==> src/rtl/nwc_pkg.sv <==
// shared types and constants for the normalized window convolution unit
`timescale 1ns / 1ps
package nwc_pkg;
    localparam int NUM_COEF   = 25;
    localparam int COEF_VEC_W = 8 * NUM_COEF;
    localparam int KSUM_W     = 13;
    localparam int RES_W      = 21;
    localparam int CFG_IDX_W  = 3;
    localparam int CFG_DATA_W = 64;

    localparam logic [RES_W-1:0] OUT_LIMIT = 21'd1048575;

    localparam logic [CFG_IDX_W-1:0] CFG_FRAME_WIDTH  = 3'd0;
    localparam logic [CFG_IDX_W-1:0] CFG_FRAME_HEIGHT = 3'd1;
    localparam logic [CFG_IDX_W-1:0] CFG_KERNEL_MODE  = 3'd2;
    localparam logic [CFG_IDX_W-1:0] CFG_COEF_A       = 3'd3;
    localparam logic [CFG_IDX_W-1:0] CFG_COEF_B       = 3'd4;
    localparam logic [CFG_IDX_W-1:0] CFG_COEF_C       = 3'd5;
    localparam logic [CFG_IDX_W-1:0] CFG_COEF_D       = 3'd6;

    typedef struct packed {
        logic [11:0] width;
        logic [10:0] height;
        logic [1:0]  radius;
    } t_geom;

    typedef struct packed {
        logic [9:0] out_col;
        logic [9:0] out_row;
        logic       inner;
        logic       last;
    } t_job_meta;

    localparam int META_W = $bits(t_job_meta);
endpackage

==> src/rtl/nwc_back.sv <==
// back end: window multiply-accumulate, divide by nonzero coefficient sum, result register
`timescale 1ns / 1ps
module nwc_back
    import nwc_pkg::*;
#(
    parameter int MAX_RADIUS = 2,
    parameter int PIXEL_BITS = 8,
    parameter int COEF_BITS  = 8
) (
    input  logic                                   i_clk,
    input  logic                                   i_rst_n,
    input  logic [1:0]                             i_radius,
    input  logic [COEF_VEC_W-1:0]                  i_coefs,
    input  logic                                   i_job_empty,
    input  logic [(2*MAX_RADIUS+1)**2*PIXEL_BITS-1:0] i_job_win,
    input  t_job_meta                              i_job_meta,
    output logic                                   o_job_pop,
    output logic                                   o_empty,
    input  logic                                   i_pop,
    output logic [9:0]                             o_out_col,
    output logic [9:0]                             o_out_row,
    output logic signed [RES_W-1:0]                o_filtered,
    output logic                                   o_frame_last
);
    localparam int WIN    = 2 * MAX_RADIUS + 1;
    localparam int NWIN   = WIN * WIN;
    localparam int PB     = PIXEL_BITS;
    localparam int EB     = $clog2(NWIN);
    localparam int PROD_W = PB + 1 + COEF_BITS;
    localparam int ACC_W  = PB + COEF_BITS + 6;
    localparam int MAG_W  = (ACC_W > RES_W) ? ACC_W : RES_W;
    localparam int CNT_W  = $clog2(ACC_W + 1);

    typedef enum logic [5:0] {
        B_IDLE  = 6'b000001,
        B_MAC   = 6'b000010,
        B_DRAIN = 6'b000100,
        B_DIV   = 6'b001000,
        B_FIN   = 6'b010000,
        B_DONE  = 6'b100000
    } t_back_state;

    t_back_state                r_state;
    logic [2:0]                 r_i;
    logic [2:0]                 r_j;
    logic [4:0]                 r_t;
    logic [EB-1:0]              r_e;
    logic                       r_pv;
    logic signed [PROD_W-1:0]   r_prod;
    logic signed [ACC_W-1:0]    r_acc;
    logic signed [KSUM_W-1:0]   r_ksum;
    logic [ACC_W-1:0]           r_dvd;
    logic [KSUM_W-1:0]          r_dvs;
    logic [KSUM_W-1:0]          r_rem;
    logic [CNT_W-1:0]           r_cnt;
    logic                       r_neg;
    logic signed [RES_W-1:0]    r_res;
    logic                       r_ov;

    logic [PB-1:0]              win_arr [NWIN];
    logic [2:0]                 side;
    logic [EB-1:0]              e_start;
    logic [EB-1:0]              e_jump;
    logic [7:0]                 coef_byte;
    logic signed [COEF_BITS-1:0] coef_s;
    logic signed [PB:0]         pix_s;
    logic signed [ACC_W-1:0]    total;
    logic [ACC_W-1:0]           total_mag;
    logic [KSUM_W:0]            rem_sh;
    logic [MAG_W-1:0]           mag_w;
    logic [RES_W-1:0]           mag_sat;
    logic                       tap_last;
    logic                       out_load;

    always_comb begin
        for (int e = 0; e < NWIN; e++) begin
            win_arr[e] = i_job_win[e*PB +: PB];
        end
    end

    assign side      = {i_radius, 1'b1};
    assign e_start   = EB'((WIN - int'(side)) * (WIN + 1));
    assign e_jump    = EB'(WIN - int'(side) + 1);
    assign coef_byte = i_coefs[{r_t, 3'b000} +: 8];
    assign coef_s    = $signed(coef_byte[COEF_BITS-1:0]);
    assign pix_s     = $signed({1'b0, win_arr[r_e]});
    assign tap_last  = (r_i == side - 3'd1) && (r_j == side - 3'd1);
    assign total     = r_acc + ACC_W'(r_prod);
    assign total_mag = total[ACC_W-1] ? ACC_W'(-total) : ACC_W'(total);
    assign rem_sh    = {r_rem, r_dvd[ACC_W-1]};
    assign mag_w     = MAG_W'(r_dvd);
    assign mag_sat   = (mag_w > MAG_W'(OUT_LIMIT)) ? OUT_LIMIT : mag_w[RES_W-1:0];
    assign out_load  = (r_state == B_DONE) && (!r_ov || i_pop);
    assign o_job_pop = out_load;
    assign o_empty   = !r_ov;

    always_ff @(posedge i_clk) begin
        unique case (r_state)
            B_IDLE: begin
                r_i    <= '0;
                r_j    <= '0;
                r_t    <= '0;
                r_e    <= e_start;
                r_acc  <= '0;
                r_ksum <= '0;
                r_res  <= '0;
            end
            B_MAC: begin
                r_prod <= pix_s * coef_s;
                if (r_pv) begin
                    r_acc <= r_acc + ACC_W'(r_prod);
                end
                r_ksum <= r_ksum + KSUM_W'(coef_s);
                r_t    <= r_t + 5'd1;
                if (r_j == side - 3'd1) begin
                    r_j <= '0;
                    r_i <= r_i + 3'd1;
                    r_e <= r_e + e_jump;
                end else begin
                    r_j <= r_j + 3'd1;
                    r_e <= r_e + EB'(1);
                end
            end
            B_DRAIN: begin
                r_dvd <= total_mag;
                r_neg <= (r_ksum == '0) ? total[ACC_W-1]
                                        : (total[ACC_W-1] ^ r_ksum[KSUM_W-1]);
                r_dvs <= r_ksum[KSUM_W-1] ? KSUM_W'(-r_ksum) : KSUM_W'(r_ksum);
                r_rem <= '0;
                r_cnt <= CNT_W'(ACC_W);
            end
            B_DIV: begin
                r_cnt <= r_cnt - CNT_W'(1);
                if (rem_sh >= {1'b0, r_dvs}) begin
                    r_rem <= KSUM_W'(rem_sh - {1'b0, r_dvs});
                    r_dvd <= {r_dvd[ACC_W-2:0], 1'b1};
                end else begin
                    r_rem <= rem_sh[KSUM_W-1:0];
                    r_dvd <= {r_dvd[ACC_W-2:0], 1'b0};
                end
            end
            B_FIN: begin
                r_res <= r_neg ? $signed(-mag_sat) : $signed(mag_sat);
            end
            B_DONE: begin
            end
            default: begin
            end
        endcase
    end

    always_ff @(posedge i_clk) begin
        if (out_load) begin
            o_out_col    <= i_job_meta.out_col;
            o_out_row    <= i_job_meta.out_row;
            o_frame_last <= i_job_meta.last;
            o_filtered   <= r_res;
        end
    end

    always_ff @(posedge i_clk) begin
        if (!i_rst_n) begin
            r_state <= B_IDLE;
            r_pv    <= 1'b0;
            r_ov    <= 1'b0;
        end else begin
            if (out_load) begin
                r_ov <= 1'b1;
            end else if (i_pop) begin
                r_ov <= 1'b0;
            end
            unique case (r_state)
                B_IDLE: begin
                    r_pv <= 1'b0;
                    if (!i_job_empty) begin
                        r_state <= i_job_meta.inner ? B_MAC : B_DONE;
                    end
                end
                B_MAC: begin
                    r_pv <= 1'b1;
                    if (tap_last) begin
                        r_state <= B_DRAIN;
                    end
                end
                B_DRAIN: begin
                    r_state <= (r_ksum == '0) ? B_FIN : B_DIV;
                end
                B_DIV: begin
                    if (r_cnt == CNT_W'(1)) begin
                        r_state <= B_FIN;
                    end
                end
                B_FIN: begin
                    r_state <= B_DONE;
                end
                B_DONE: begin
                    if (out_load) begin
                        r_state <= B_IDLE;
                    end
                end
                default: r_state <= B_IDLE;
            endcase
        end
    end
endmodule

==> config.mk <==
export PLATFORM = sky130hd
export DESIGN_NAME = nwc_back
export DESIGN_NICKNAME = d
export VERILOG_FILES = /design/src/rtl/nwc_pkg.sv /design/src/rtl/nwc_back.sv
export SDC_FILE = /design/constraint.sdc
export NUM_CORES = 1
export LEC_CHECK = 0
export ABC_AREA = 1
export BUFFER_PORTS_ARGS = -buffer_cell sky130_fd_sc_hd__buf_2
export CAP_MARGIN = 20
export CORE_MARGIN = 2
export CORE_UTILIZATION = 50
export DETAILED_ROUTE_END_ITERATION = 7
export PLACE_DENSITY = 0.79
export SLEW_MARGIN = 20
export SYNTH_ARGS = -nofsm -noshare
export SYNTH_HDL_FRONTEND = slang
export SYNTH_SLANG_ARGS = --single-unit
==> constraint.sdc <==
create_clock -name i_clk -period 10.8 [get_ports i_clk]
set_input_delay 0.54 -clock i_clk [delete_from_list [all_inputs] [get_ports i_clk]]
set_output_delay 0.54 -clock i_clk [all_outputs]
set_load 0.05 [all_outputs]
**Yosys cells after proc, flatten, opt, wreduce, memory -nomap -nowiden**

Cells that the tools add are included.

- Reductions and logical operators: 12
- Multipliers: 2
- Bitwise operators: 2
- Shift operators: 1
- Equal/unequal tests: 15
- Mux-type cells: 34
- Add/subtract/negate cells: 15
- Divide/modulo/power cells: 0
- Magnitude comparators: 3

Operator list:

| operator | count |
|---|---|
| indexed part select 200 x 9 -> 8 bit | 1 |
| one-hot mux 22 bit (2 select lines) | 2 |
| one-hot mux 13 bit (2 select lines) | 2 |
| 2-to-1 mux 22 bit | 2 |
| 2-to-1 mux 21 bit | 2 |
| one-hot mux 21 bit (2 select lines) | 1 |
| binary-select mux 8 bit (select 5 bit) | 1 |
| one-hot mux 6 bit (6 select lines) | 1 |
| 2-to-1 mux 6 bit | 5 |
| one-hot mux 5 bit (2 select lines) | 3 |
| adder 22 x 17 -> 22 bit | 1 |
| greater-than comparator 22 x 20 -> 1 bit (second input constant) | 1 |
| negator 22 bit | 1 |
| negator 21 bit | 1 |
| multiplier 9 x 8 -> 17 bit | 1 |
| 2-to-1 mux 8 bit | 2 |
| greater-or-equal comparator 14 x 13 -> 1 bit | 1 |
| adder 13 x 8 -> 13 bit | 1 |
| logical NOT 13 bit | 1 |
| 2-to-1 mux 13 bit | 1 |
| negator 13 bit | 1 |
| subtractor 13 bit | 1 |
| 2-to-1 mux 12 bit | 1 |
| != test 2 bit (second input constant) | 6 |
| 30 further kinds | 44 |

- Bits in registers: 193
- Bits in read-only memories: 0
- Logic and storage cells: 105
- Output and inout bits: 44
- Memories kept: 0
- Memory bits (writable): 0
- Bits in latches: 0
- Input bits: 428

**Depth between registers and ports, before layout**

- Depth after elaboration: 5
- Mapped depth: 30
- Depth with buffers taken out: 27

**Worst setup path before layout**

No wires, ideal clock.

- Kind: register to register
- Start: register r_ov
- End: register o_filtered[0] (enable)
- Data required time: 10.189 ns
- Arrival time: 6.167 ns
- Path buffers: 0
- Stages on the path, launching flop included: 4
- Period minus slack after synthesis: 6.778 ns
- Path slack: 4.022 ns
- Setup time: 0.611 ns
- Path through: dfxtp_1 -> inv_1 -> nor2_1 -> nor4_1

- Longest elaborated chain between the ends: 3

RTL lines:

| item | RTL line | source |
|---|---|---|
| start: declaration | nwc_back.sv:58 | `logic r_ov;` |
| start signal: assignment | nwc_back.sv:165 | `r_ov <= 1'b0;` |
| start signal: assignment | nwc_back.sv:168 | `r_ov <= 1'b1;` |
| start signal: assignment | nwc_back.sv:170 | `r_ov <= 1'b0;` |
| logical NOT 1 bit | - |  |
| named net o_empty | nwc_back.sv:18 | `output logic o_empty,` |
| logical OR 1 bit | nwc_back.sv:93 | `assign out_load = (r_state == B_DONE) && (!r_ov \|\| i_pop);` |
| logical AND 1 bit | nwc_back.sv:93 |  |
| named net o_job_pop | nwc_back.sv:17 | `output logic o_job_pop,` |
| end signal: assignment | nwc_back.sv:157 | `o_filtered <= r_res;` |
| end: declaration | nwc_back.sv:22 | `output logic signed [RES_W-1:0] o_filtered,` |

The timed path passes the listed nets, and every way through them passes these cells.
A chain may end at the register's enable or synchronous reset.

**Final worst setup path**

- Start: register r_t[3]
- End: register r_prod[16], data pin

- Longest elaborated chain between the ends: 2

RTL lines:

| item | RTL line | source |
|---|---|---|
| start: declaration | nwc_back.sv:46 | `logic [4:0] r_t;` |
| start signal: assignment | nwc_back.sv:114 | `r_t <= r_t + 5'd1;` |
| indexed part select 200 x 9 -> 8 bit | nwc_back.sv:84 | `assign coef_byte = i_coefs[{r_t, 3'b000} +: 8];` |
| multiplier 9 x 8 -> 17 bit | nwc_back.sv:109 | `r_prod <= pix_s * coef_s;` |
| end signal: assignment | nwc_back.sv:109 |  |
| end: declaration | nwc_back.sv:49 | `logic signed [PROD_W-1:0] r_prod;` |

Every way passes these cells.

==> run metrics <==
Hold Crit Class=in2reg; GP Congestion=1.030; f_max=148.4 MHz; Final Slew Violations=0; reg2reg path depth=23; syn nets=2767; Setup Buffers After CTS=0; Yosys reg bits=193; Clock Latency Late Sink=approximately 0.45 ns; Core Rows=66; cell breakdown of the critical path=clkinv_1 > nor2_1 > nand3_1 > nand3_1 > nand2_2 > inv_2 > nand2_1 > fa_1 > fa_1 > inv_1 > fa_1 > inv_1 > fa_1 > inv_1 > ha_1 > nand2_1 > o21ai_0 > a21oi_1 > o21ai_0 > a21oi_1 > nor2_1 > nor2_1 > xor2_1; WHS Path Cells=1; DR WL/cell=about 19 um; Hold Buf Count CTS=0; Synth area leaders=edfxtp_1, nor2_1, o21ai_0, ha_1, nand2_1; Tot GR Track Use=between 30% and 40%; ys async rst share=0%; residual DRC count=0; YS warnings=0; # IOs=472; crit start category=flop; number of iterations in the first detailed-routing pass=5; CP Launch Point=r_t[3]$_SDFFCE_PN0P_; clock slew at reported path FFs=0.08 ns; clk sinks=193; worst flop-to-flop path endpoint=r_prod[16]$_DFFE_PP_; final hold vios=0; buffers added on ports=471; Filler Cell Count=approximately 3000; core area=32700 um^2; RR Startpoint=r_t[3]$_SDFFCE_PN0P_; Max-cap violations=0; clk root buf=clkbuf_16; Crit-path slowest cell=nor2_1; mapped cell area=16670 um^2; delay-heaviest family, CP=adder cells; WP data arrival=about 7 ns; WP buf/inv=5; EDFF count, synth=185; final setup skew=0.01813 ns; synthesized instance count=2196; CP Capture Type=flop; most common cell after layout, fill and taps aside=buf_2; die area=34810 um^2; Initial Utilization=50.97%; Hold Path Sink=o_out_row[2]$_DFFE_PP_; Worst Path Max Fanout=19; vias in the first global route=between 15000 and 20000; final setup TNS=0 ns; status=completed; area grow syn2layout=19.64%; Max clock buf depth=2; RSZ-0062 raised after global routing=no; post-cts resize count=0; largest area contributor in the netlist=edfxtp_1; most common flop cell mapped by yosys=edfxtp_1; Routed Antenna Nets=0; multi-input combinational cell area=9607 um^2; HP Start=i_job_meta[4]; kind of critical path=reg2reg; layout cells sized above 1=a little under a quarter; worst stage delay on the critical path=0.99 ns; most used cell, CP=fa_1; register area=roughly 5700 um^2; Die H=186.6 um; Via density=5.674; Via Count=17410; total global routing overflow=0; Synth cell types=56; synthesized area per cell=7.590 um^2; largest net degree at the start of global routing=around 100; Worst Max-Slew Pin Slew=~1.1 ns; most frequent cells in the layout=buf_2, nor2_1, nand2_1; Post-DP HPWL=45540 um; required time worst endpoint=10.99 ns; slew margin rel.=29.38%; Starting DRT DRC Count=about 1600; cts bufs inserted=17; final setup vio count=0; crit path time final=6.740 ns; Tcrit/Tclk final=62.41%; initial antenna violation count=7; Seq/Total Area, Yosys=34.29%; top cell type's share of synthesized area=roughly 33%; CTS tree=yes; worst reg-to-reg setup slack=slightly above 4 ns; number of H-tree levels=4; final wirelength=58030 um; Final nets=approximately 3200; die width=between 150 and 200 um; first-pass GRT wire length=90500 um
==> Yosys cell counts (4+ instances only) <==
cell and instances:
o21ai_0 267, a21oi_1 107, nand3b_1 4, clkinv_1 9, buf_1 7, dfxtp_1 8, a21o_1 6, nand2_1 327
nand2_2 25, xor2_1 39, nand3_1 101, nor2_1 385, edfxtp_1 185, o21ai_1 12, fa_1 41, o211ai_1 17
nor3_1 21, a31oi_1 4, inv_1 228, nand3_2 5, nor4_1 4, xnor2_1 17, o21a_1 9, nand4_1 20
clkbuf_1 50, nor2_2 6, o22ai_1 51, or2_2 5, o221ai_1 47, inv_2 13, ha_1 102, buf_2 31
==> registers in the layout (all words and copies together) (netlist names), 13 cells and up <==
name	count
mag_w	22
o_filtered	21
r_acc	22
r_dvs	13
r_ksum	13
r_prod	17
r_rem	13
r_res	21
==> cells by family (layout without fill, tap and decap cells) <==
logic type      after synthesis  in the layout  share of synthesized area (%)
compound gates              541            541                          18.67
xor+xnor                     56             56                          2.943
fa+ha+maj                   143            143                          12.58
buf+inv                     344            769                          8.198
flops                       193            193                          34.29
other cells                   0              5                              0
simple gates                919            919                          23.32
==> per-layer routing <==
layer / vias to the layer above / share of wire [%] / wire length [um] / GRT usage (%)
li1: 8336 / - / - / -
met1: 8154 / 41 / 23670 / 41.52
met2: 817 / 48 / 27850 / 56.04
met3: 98 / 8.1 / 4680 / 6.846
met4: 4 / 2.9 / 1709 / 10.81
met5: - / 0.21 / 119 / 2.060
==> layout make-up <==
class,instances,share of cell area (%)
well taps,442,2.773
inverters,250,4.706
repair buffers,487,12.46
multi-input cells,1659,48.18
clock buffers,18,2.152
diodes,5,0.06275
clock inverters,14,1.004
flip-flops and latches,193,28.66
==> worst max-delay path by stage <==
stage / end / slack [ns] / cells past startpoint
6_report: r_prod[16]$_DFFE_PP_ / 4.06 / 23
5_1_grt: r_prod[16]$_DFFE_PP_ / 3.54 / 23
4_1_cts: r_prod[16]$_DFFE_PP_ / 4.06 / 23
3_5_place_dp: r_prod[16]$_DFFE_PP_ / 4.09 / 23
3_3_place_gp: r_prod[16]$_DFFE_PP_ / 4.24 / 24
2_1_floorplan: o_filtered[0]$_DFFE_PP_ / 4.02 / 3
==> stage by stage <==
step                      instance area [um^2]  cells  util (%)  worst slack [ns]  hold slack [ns]
after detailed placement                 19280   3030     58.97             4.089           0.4045
after global placement                   19280   3030     58.97             4.235           0.4006
after CTS                                19910   3062     60.89             4.063           0.2630
final                                    19940   3068     60.98             4.060           0.2710
after global routing                     19940   3068     60.98             3.538           0.2521
after floorplan                          16670   2196         -             4.022           0.4003
Power is left out: the tool's default activity adds up to more than one toggle a clock period on the data nets, which glitch-free logic cannot reach.
