<file path="src/rtl/nwc_pkg.sv">
// shared types and constants for the normalized window convolution unit
`timescale 1ns / 1ps
package nwc_pkg;
    localparam int NUM_COEF   = 25;
    localparam int COEF_VEC_W = 8 * NUM_COEF;
    localparam int KSUM_W     = 13;
    localparam int RES_W      = 21;
    localparam int CFG_IDX_W  = 3;
    localparam int CFG_DATA_W = 64;

    localparam logic [RES_W-1:0] OUT_LIMIT = 21'd1048575;

    localparam logic [CFG_IDX_W-1:0] CFG_FRAME_WIDTH  = 3'd0;
    localparam logic [CFG_IDX_W-1:0] CFG_FRAME_HEIGHT = 3'd1;
    localparam logic [CFG_IDX_W-1:0] CFG_KERNEL_MODE  = 3'd2;
    localparam logic [CFG_IDX_W-1:0] CFG_COEF_A       = 3'd3;
    localparam logic [CFG_IDX_W-1:0] CFG_COEF_B       = 3'd4;
    localparam logic [CFG_IDX_W-1:0] CFG_COEF_C       = 3'd5;
    localparam logic [CFG_IDX_W-1:0] CFG_COEF_D       = 3'd6;

    typedef struct packed {
        logic [11:0] width;
        logic [10:0] height;
        logic [1:0]  radius;
    } t_geom;

    typedef struct packed {
        logic [9:0] out_col;
        logic [9:0] out_row;
        logic       inner;
        logic       last;
    } t_job_meta;

    localparam int META_W = $bits(t_job_meta);
endpackage

</file>
<file path="src/rtl/nwc_job_queue.sv">
// two-entry queue of window jobs between front and back end
`timescale 1ns / 1ps
module nwc_job_queue
    import nwc_pkg::*;
#(
    parameter int DATA_W = 8
) (
    input  logic              i_clk,
    input  logic              i_rst_n,
    input  logic              i_push,
    input  logic [DATA_W-1:0] i_data,
    output logic              o_full,
    input  logic              i_pop,
    output logic [DATA_W-1:0] o_data,
    output logic              o_empty
);
    logic [DATA_W-1:0] r_data [2];
    logic              r_wp;
    logic              r_rp;
    logic [1:0]        r_cnt;

    assign o_full  = (r_cnt == 2'd2);
    assign o_empty = (r_cnt == 2'd0);
    assign o_data  = r_data[r_rp];

    always_ff @(posedge i_clk) begin
        if (i_push && !o_full) begin
            r_data[r_wp] <= i_data;
        end
    end

    always_ff @(posedge i_clk) begin
        if (!i_rst_n) begin
            r_wp  <= 1'b0;
            r_rp  <= 1'b0;
            r_cnt <= '0;
        end else begin
            if (i_push && !o_full) begin
                r_wp <= ~r_wp;
            end
            if (i_pop && !o_empty) begin
                r_rp <= ~r_rp;
            end
            r_cnt <= r_cnt + {1'b0, i_push && !o_full} - {1'b0, i_pop && !o_empty};
        end
    end
endmodule

</file>
<file path="config.mk">
export PLATFORM = sky130hd
export DESIGN_NAME = nwc_job_queue
export DESIGN_NICKNAME = d
export VERILOG_FILES = /design/src/rtl/nwc_pkg.sv /design/src/rtl/nwc_job_queue.sv
export SDC_FILE = /design/constraint.sdc
export NUM_CORES = 1
export LEC_CHECK = 0
export ABC_AREA = 1
export BUFFER_PORTS_ARGS = -buffer_cell sky130_fd_sc_hd__clkbuf_2
export CAP_MARGIN = 20
export CORE_MARGIN = 2
export CORE_UTILIZATION = 53
export DETAILED_ROUTE_END_ITERATION = 8
export GPL_TIMING_DRIVEN = 0
export PLACE_DENSITY = 0.88
export SYNTH_ARGS = -nofsm -noshare
export SYNTH_HDL_FRONTEND = slang
export SYNTH_SLANG_ARGS = --single-unit
</file>
<file path="constraint.sdc">
create_clock -name i_clk -period 3.4 [get_ports i_clk]
set_input_delay 0.51 -clock i_clk [delete_from_list [all_inputs] [get_ports i_clk]]
set_output_delay 0.51 -clock i_clk [all_outputs]
set_load 0.005 [all_outputs]
</file>
Yosys cells after proc, flatten, opt, wreduce, memory -nomap -nowiden --
Memories as Yosys holds them, arrays and structs flattened. A register that Yosys moved wholly into a read port is not among the register bits. Cells that the tools add are included.
Word-level totals: RAM bits 16, register bits 4, memories 1, logic and storage cells 18
Memories:
- r_data | words 2, width 8, rd ports 1, clocked after Yosys merged registers in 1, wr ports 1, line nwc_job_queue.sv:17 | logic [DATA_W-1:0] r_data [2];
Cells by class: muxes and demuxes 4, bitwise operators 2, reduce and logical (&&, ||, !) cells 5, add/sub/neg operators 2, eq/ne operators 1
Operators with widths (number):
- 1-bit 2-to-1 mux | 4
- 2-bit by 1-bit adder with 2-bit output | 1
- 2-bit == test (second input constant) | 1
- 1-bit logical AND | 2
- 1-bit zero test | 2
- 2-bit zero test | 1
- 1-bit NOT | 2
- 2-bit by 1-bit subtractor with 2-bit output | 1

Depth between registers and ports, before layout --
Gate-level depths: netlist of run 1.
word-level depth 5, depth in mapped cells 11

Worst setup path before layout of run 1 --
No wires, ideal clock.
path type input to register, start point input port i_pop, end point register r_cnt[1], setup time 115 ps, data required time 3285 ps, buffers on the path 0, data arrival time 1337 ps, cell stages on the path 9, slack 1948 ps, path through inv_1 nor2_2 ha_1 inv_1 ha_1 inv_1 nand2_1 a21oi_1 nor2_1
Between the ends: word-level cells in the longest chain between the ends 2
RTL lines:
- from (decl) | line nwc_job_queue.sv:13 | input logic i_pop,
- 1-bit logical AND | line nwc_job_queue.sv:44 | r_cnt <= r_cnt + {1'b0, i_push && !o_full} - {1'b0, i_pop && !o_empty};
- 2-bit by 1-bit subtractor with 2-bit output | line nwc_job_queue.sv:44
- to (signal assigned) | line nwc_job_queue.sv:44
- to (decl) | line nwc_job_queue.sv:20 | logic [1:0] r_cnt;
Every way passes these cells. A chain may end at the register's enable or synchronous reset.

==> flow_summary.yaml, run 1 <==
final_layout:
  mostFrequentLayoutCell: "clkbuf_2"
  antennaDiodeCount: 0
  final_area_mm2: 0.00102
  drive_gt1_frac: 0.398
  seqCellArea_um2: 581
  nets: 103
  n_fill_cell: 118
  area_growth_pct: 17.5
  multi_input_area_um2: 239
  layout_common_cells: "clkbuf_2, edfxtp_1, inv_1, nand2_1, mux2_4"
synthesis:
  synthAdderAreaFrac: 0.0289
  synth_seq_cells: 21
  synth_cell_types: 11
  synth_mux_area_frac: 0.139
  synth-xor-area-share: 0
  yosysTopAreaCellShare: 0.556
  ys_warn_count: 0
  synth_area_leaders: "edfxtp_1, mux2_4, dfxtp_1, inv_1, nand2_1"
  yosysTopAreaCell: "edfxtp_1"
  synthesis.nets: 77
  synth_top_family_by_area: "multiplexers"
  synth.avg_cell_area_um2: 13.7
  ys_seq_area_frac: 0.671
  synthCells: 63
  syn-cell-area_um2: 865
  synth_compound_area_frac: 0.0116
  yosys.area_share.simple: 0.0970
die:
  start_util: 0.567
  rows: 14
  coreArea_mm2: 0.00152
  die_w_um: 44.4
  ioPinCount: 22
  die-area_mm2: 0.00197
  die_y_um: 44.4
setup_path:
  cp-start-kind: "flip-flop"
  cp_max_fo: 8
  worst-setup-path-type: "reg2out"
  end_kind: "output pin"
  cp.required_ps: 2890
  critPathArrivalTime_ps: 1210
clocking:
  cts_buffers: 3
  hold_buffers: 0
  cts_max_level: 1
  ctsResizeCount: 0
  clockBufferDepth: 2
  tritoncts: "yes"
  clock_latency_ps: 290
  clkSinkCount: 21
  cts_setup_buffers: 0
  clkTransAtPathRegs_ps: 110
  cts_root_buf: "clkbuf_4"
placed_design:
  portBuffers: 21
  routabilityCongestion: 0.698
  place_area_um2: 990
  hpwl_um: 973
run:
  max_cap_viol_count: 0
sta:
  hold_viol: 0
  timing.hold.ws_ps: 403
  fin_crit_sh: 0.505
  fin_skew_ps: 2.47
  timing.setup.tns_ps: 0
  setup_viol: 0
  slew_headroom: 0.534
  fmax_ghz: 0.582
  layout_min_cycle_time_ps: 1720
  worst_slew_pin_slew_ps: 697
  drv_slew: 0
  rsz0062_at_grt: "false"
routing:
  wl_met1_um: 503
  vias: 509
  wl_met2_um: 649
  dr_wl_met3_um: 87
  detail-route-antenna-nets: 0
  drt-wirelength-per-cell_um: 11.9
  top_layer_used: "met3"
  drt_wl_total_um: 1240
  dr.pass1.iters: 4
  route.detailed.drc: 0
  drt_iter0_drc: 3
  via_per_inst: 4.89
grt:
  antenna_found_initial: 0
  grt_pass1_wl_um: 2090
  grt_usage: 0.156
  grt_pass1_vias: 496
  overflow: 0
  grt_max_degree: 12
pwr:
  powerDensity_mw_per_mm2: 695
  finalPower_uw: 706
  vdd_drop_max_mv: 0.442
  p_leak_nw: 0.467
status:
  status: "finished clean"
hold_path:
  hold_path.class: "in2reg"
-- final cells by class --
type                    instances  area share
well taps                      16      0.0197
inverters                       9      0.0333
multi-input cells              32       0.235
repair buffers                 21       0.103
clock buffers                   4      0.0259
flip-flops and latches         21       0.571
plain buffers                   1      0.0111
-- sequential cells by signal (all words and copies together), names as in the netlist, named ones only --
register,count
r_data,16
r_wp,1
r_cnt,2
r_rp,1
-- Yosys cell counts --
| master | instances |
|---|---|
| mux2_4 | 8 |
| nor2_1 | 6 |
| buf_6 | 1 |
| nand3_1 | 3 |
| nor2_2 | 2 |
| dfxtp_1 | 5 |
| nand2_1 | 9 |
| a21oi_1 | 2 |
| ha_1 | 2 |
| inv_1 | 9 |
| edfxtp_1 | 16 |
-- power breakdown --
| part | internal (mW) | switching (mW) | leakage (nW) | total, mW |
|---|---|---|---|---|
| logic | 0.122 | 0.118 | 0.261 | 0.239 |
| clock network | 0.0456 | 0.0674 | 0.0150 | 0.113 |
| registers | 0.330 | 0.0233 | 0.191 | 0.354 |
| total | 0.498 | 0.208 | 0.467 | 0.706 |
-- metrics by stage --
step                      cells  worst slack [ps]   util
after floorplan              63              1950      -
after global placement      100              1800  0.649
after detailed placement    100              1760  0.649
after CTS                   104              1660  0.667
after global routing        104              1620  0.667
final                       104              1680  0.667
-- worst max-delay path, stage by stage, from the launching register on --
cell and delay, ps:
dfxtp_1 340, buf_6 160, mux2_4 310, clkbuf_2 110
-- cells by family (layout without fill, tap and decap cells) --
logic type | Yosys count | count (layout)
buf+inv | 10 | 35
flops | 21 | 21
mux | 8 | 8
compound gates | 2 | 2
simple gates | 20 | 20
fa+ha+maj | 2 | 2
-- per-layer routing --
layer  vias up  global-route usage
met5         -                   0
met3         0              0.0531
met2        17               0.274
met1       228               0.169
met4         0              0.0727
li1        264                   -
-- worst paths after layout --
kind                                start           end  slack [ps]  cells after the start
worst max-delay path            flip-flop     o_data[5]        1680                      3
worst min-delay path            i_data[7]  r_data[0][7]         400                      1
worst max register to register   r_cnt[0]      r_cnt[1]        1800                     10
worst min register to register       r_wp          r_wp         530                      2
Note: power is estimated with default switching activity, not from simulation.
==> inputs of run 2 (changes only) <==
Settings changed: CORE_UTILIZATION 53 to 50, PLACE_DENSITY 0.88 to 0.84.
Clock period 3.4 ns to 1.7 ns, I/O delays scaled along.
==> flow_summary.yaml, run 2 (same netlist as run 1, synthesis figures left out) <==
hold_path:
  worstHoldEndpoint: "r_data[0][7]"
  hold_path.class: "in2reg"
  whs_path_depth: 1
  min_from: "i_data[7]"
routing:
  drt_wl_total_um: 1300
  drt_iter0_drc: 11
  dr.pass1.iters: 4
  route.detailed.drc: 0
  drt-wirelength-per-cell_um: 12.3
  vias: 519
  detail-route-antenna-nets: 0
  via_per_inst: 4.94
die:
  die-area_mm2: 0.00208
  die_w_um: 45.6
  ioPinCount: 22
  start_util: 0.518
  die_y_um: 45.6
  coreArea_mm2: 0.00167
  rows: 15
setup_path:
  r2r_start: "r_cnt[0]"
  r2r_slack_ps: 160
  cp-start-kind: "flip-flop"
  reg2reg_to: "r_data[0][4]"
  cp.required_ps: 1630
  r2r.worst_path.cells: 4
  path_common_cell: "nand2_1"
  critPathArrivalTime_ps: 1480
  end_kind: "flip-flop"
  path_cells: "inv_1 -> nand2_1 -> nand2_1 -> nor2_1"
  crit_slowest_cell: "nor2_1"
  cp_max_fo: 8
  worst-setup-path-type: "reg2reg"
  slowest_delay_ps: 550
clocking:
  clockBufferDepth: 2
  cts_max_level: 1
  cts_root_buf: "clkbuf_4"
  clkTransAtPathRegs_ps: 110
  clock_latency_ps: 290
  cts_buffers: 3
  tritoncts: "yes"
  clkSinkCount: 21
  cts_setup_buffers: 0
sta:
  finalWorstSetupSlack_ps: 156
  worst_slew_pin_slew_ps: 703
  fin_crit_sh: 0.908
  slew_headroom: 0.530
  hold_viol: 0
  fmax_ghz: 0.648
  drv_slew: 0
  layout_min_cycle_time_ps: 1540
  rsz0062_at_grt: "false"
  setup_viol: 0
  fin_skew_ps: 4.38
  timing.setup.tns_ps: 0
pwr:
  powerDensity_mw_per_mm2: 1390
  vdd_drop_max_mv: 0.744
  finalPower_mw: 1.42
  p_leak_nw: 0.467
grt:
  grt_pass1_vias: 483
  antenna_found_initial: 0
  grt_usage: 0.143
  grt_pass1_wl_um: 1930
  grt_max_degree: 12
  overflow: 0
final_layout:
  antennaDiodeCount: 0
  layout_common_cells: "clkbuf_2, edfxtp_1, inv_1, nand2_1, mux2_4"
  top_regs: "r_data x16, r_cnt x2"
  area_growth_pct: 17.8
  nets: 103
  largest_register: "r_data"
  mostFrequentLayoutCell: "clkbuf_2"
  drive_gt1_frac: 0.409
  final_util: 0.610
  largest_reg_flops: 16
status:
  status: "finished clean"
run:
  max_cap_viol_count: 0
placed_design:
  routabilityCongestion: 0.677
  portBuffers: 21
  hpwl_um: 991
  post-place-ws_ps: 118
## run 2: cell count changes in the layout (fill, tap and decap cells not counted)
cell	change
dfxtp_1	-1
dfxtp_2	+1
## run 2: critical path, delay by kind of cell, from the launching register on
family,cells,cell delay (ps)
DFF,1,370
and+or+nand+nor,3,750
buffers and inverters,1,60
## run 2: worst max-delay path by stage
stage | startpoint | end | slack, ps
after floorplan | r_cnt[0] | r_cnt[1] | 280
after global placement | r_cnt[0] | r_data[0][3] | 180
after detailed placement | r_cnt[0] | r_data[0][2] | 120
after CTS | r_cnt[0] | r_data[0][2] | 110
after global routing | r_cnt[0] | r_cnt[1] | 30
final | r_cnt[0] | r_data[0][4] | 160
## run 2: final cells by class
| class | count | area [um^2] |
|---|---|---|
| Fill cell | 137 | 652 |
| Multi-Input combinational cell | 32 | 239 |
| Buffer | 1 | 11.3 |
| Timing Repair Buffer | 21 | 105 |
| Tap cell | 17 | 21.3 |
| Clock buffer | 4 | 26.3 |
| Sequential cell | 21 | 582 |
| Inverter | 9 | 33.8 |
## run 2: metal layers
metal | vias to the layer above | global-route usage | share of wire
met5 | - | 0 | 0
met2 | 16 | 0.256 | 0.55
met4 | 0 | 0.100 | 0.0069
met3 | 2 | 0.0516 | 0.060
li1 | 261 | - | -
met1 | 240 | 0.131 | 0.38
## run 2: power breakdown
part | total (mW) | switching [mW] | internal, mW
sequential | 0.711 | 0.0474 | 0.664
combinational | 0.481 | 0.238 | 0.243
clock | 0.224 | 0.133 | 0.0912
## run 2: repair_timing
| item | CTS | global route |
|---|---|---|
| gates resized for setup | 0 | 1 |
| endpoints found under the setup margin | 0 | 9 |
| hold buffers | 0 | 0 |
| hold endpoints to repair | 0 | 0 |
## run 2: stage by stage
stage / hold WS (ps) / instance area, um^2 / std cells
2_1_floorplan: 348 / 865 / 63
3_3_place_gp: 445 / 991 / 101
3_5_place_dp: 452 / 991 / 101
4_1_cts: 136 / 1020 / 105
5_1_grt: 120 / 1020 / 105
6_report: 153 / 1020 / 105
==> inputs of run 3 (changes only) <==
Settings changed: CORE_ASPECT_RATIO from default to 0.75, MAX_ROUTING_LAYER from default to met4.
==> flow_summary.yaml, run 3 (same netlist as run 1, synthesis figures left out) <==
status:
  status: "finished clean"
sta:
  slew_headroom: 0.559
  drv_slew: 0
  fin_crit_sh: 0.926
  setup_viol: 0
  worst_slew_pin_slew_ps: 659
  layout_min_cycle_time_ps: 1570
  hold_viol: 0
  fin_skew_ps: 1.73
  fmax_ghz: 0.636
  rsz0062_at_grt: "false"
  timing.setup.tns_ps: 0
final_layout:
  largest_register: "r_data"
  largest_reg_flops: 16
  antennaDiodeCount: 0
  final_area_mm2: 0.00102
  n_fill_cell: 114
  nets: 103
  area_growth_pct: 18.4
  drive_gt1_frac: 0.409
  mostFrequentLayoutCell: "clkbuf_2"
  layout_common_cells: "clkbuf_2, edfxtp_1, inv_1, nand2_1, mux2_4"
  top_regs: "r_data x16, r_cnt x2"
grt:
  overflow: 0
  grt_usage: 0.159
  antenna_found_initial: 0
  grt_pass1_wl_um: 2100
  grt_max_degree: 13
  grt_pass1_vias: 521
setup_path:
  crit_family: "adder cells"
  crit_slowest_cell: "dfxtp_1"
  path_depth: 10
  path_cells: "inv_1 -> nand2_1 -> nand2_1 -> ha_1 -> inv_1 -> ha_1 -> inv_1 -> nand2_1 -> a21oi_1 -> nor2_1"
  cp-start-kind: "flip-flop"
  slowest_delay_ps: 390
  critPathArrivalTime_ps: 1770
  r2r.worst_path.cells: 10
  cp.required_ps: 1900
  end_kind: "flip-flop"
  cp_max_fo: 4
  worst-setup-path-type: "reg2reg"
  crit_buf_inv: 3
clocking:
  clkSinkCount: 21
  tritoncts: "yes"
  cts_max_level: 1
  clkTransAtPathRegs_ps: 110
  clock_latency_ps: 290
  cts_setup_buffers: 0
  hold_buffers: 0
  cts_root_buf: "clkbuf_4"
  ctsResizeCount: 0
  cts_buffers: 3
  clockBufferDepth: 2
routing:
  drt-wirelength-per-cell_um: 12.0
  drt_wl_total_um: 1310
  drt_iter0_drc: 4
  vias: 513
  dr.pass1.iters: 4
  route.detailed.drc: 0
  detail-route-antenna-nets: 0
  via_per_inst: 4.71
die:
  rows: 12
  ioPinCount: 22
  die_y_um: 40.0
  die_w_um: 52.0
  die-area_mm2: 0.00208
  coreArea_mm2: 0.00155
  start_util: 0.559
pwr:
  powerDensity_mw_per_mm2: 1380
  vdd_drop_max_mv: 0.868
  p_leak_nw: 0.470
placed_design:
  portBuffers: 21
  hpwl_um: 1000
  place_area_um2: 996
  routabilityCongestion: 0.737
run:
  max_cap_viol_count: 0
hold_path:
  hold_path.class: "in2reg"
  whs_path_depth: 1
run 3: cell count changes in the layout (fill, tap and decap cells not counted):
cell and delta:
dfxtp_2 -1, dfxtp_1 +1, clkinv_2 +1, clkbuf_1 -1
run 3: cell type report:
type / count / area (um^2) / share of cell area
clock inverters: 1 / 5.00 / 0.00489
plain buffers: 1 / 11.3 / 0.0110
clock buffers: 3 / 22.5 / 0.0220
flip-flops and latches: 21 / 581 / 0.567
well taps: 21 / 26.3 / 0.0257
inverters: 9 / 33.8 / 0.0330
repair buffers: 21 / 105 / 0.103
multi-input cells: 32 / 239 / 0.233
run 3: worst reg2reg max path: stages (launching register included):
cell	delay (ps)
dfxtp_1	390
inv_1	70
nand2_1	120
nand2_1	90
ha_1	270
inv_1	30
ha_1	180
inv_1	50
nand2_1	70
a21oi_1	160
nor2_1	60
run 3: routing by layer:
metal / part of all wire / up-vias / global-route usage
met5: 0 / - / -
met3: 0.078 / 0 / 0.0560
met4: 0 / 0 / 0.0592
met1: 0.41 / 233 / 0.163
li1: - / 261 / -
met2: 0.51 / 19 / 0.288
run 3: path summary, 6_finish.rpt:
kind             start           end  slack (ps)
max           r_cnt[0]      r_cnt[1]         130
min          i_data[6]  r_data[0][6]         150
max reg2reg   r_cnt[0]      r_cnt[1]         130
min reg2reg       r_rp     flip-flop         520
run 3: power breakdown:
part           internal [mW]  switching, mW  total [mW]  leakage, nW
clock                 0.0876          0.139       0.227       0.0177
combinational          0.242          0.235       0.478        0.261
sequential             0.661         0.0456       0.706        0.191
total                  0.991          0.420        1.41        0.470
run 3: through the flow:
| step | hold slack (ps) | setup slack [ps] | utilization | instances | total power, mW |
|---|---|---|---|---|---|
| global placement | 445 | 186 | 0.644 | 105 | 1.18 |
| floorplan | 348 | 277 | - | 63 | 1.05 |
| global route | 126 | 9.08 | 0.662 | 109 | 1.52 |
| CTS | 139 | 112 | 0.662 | 109 | 1.43 |
| finish | 145 | 127 | 0.662 | 109 | 1.41 |
| detailed placement | 448 | 130 | 0.644 | 105 | 1.20 |
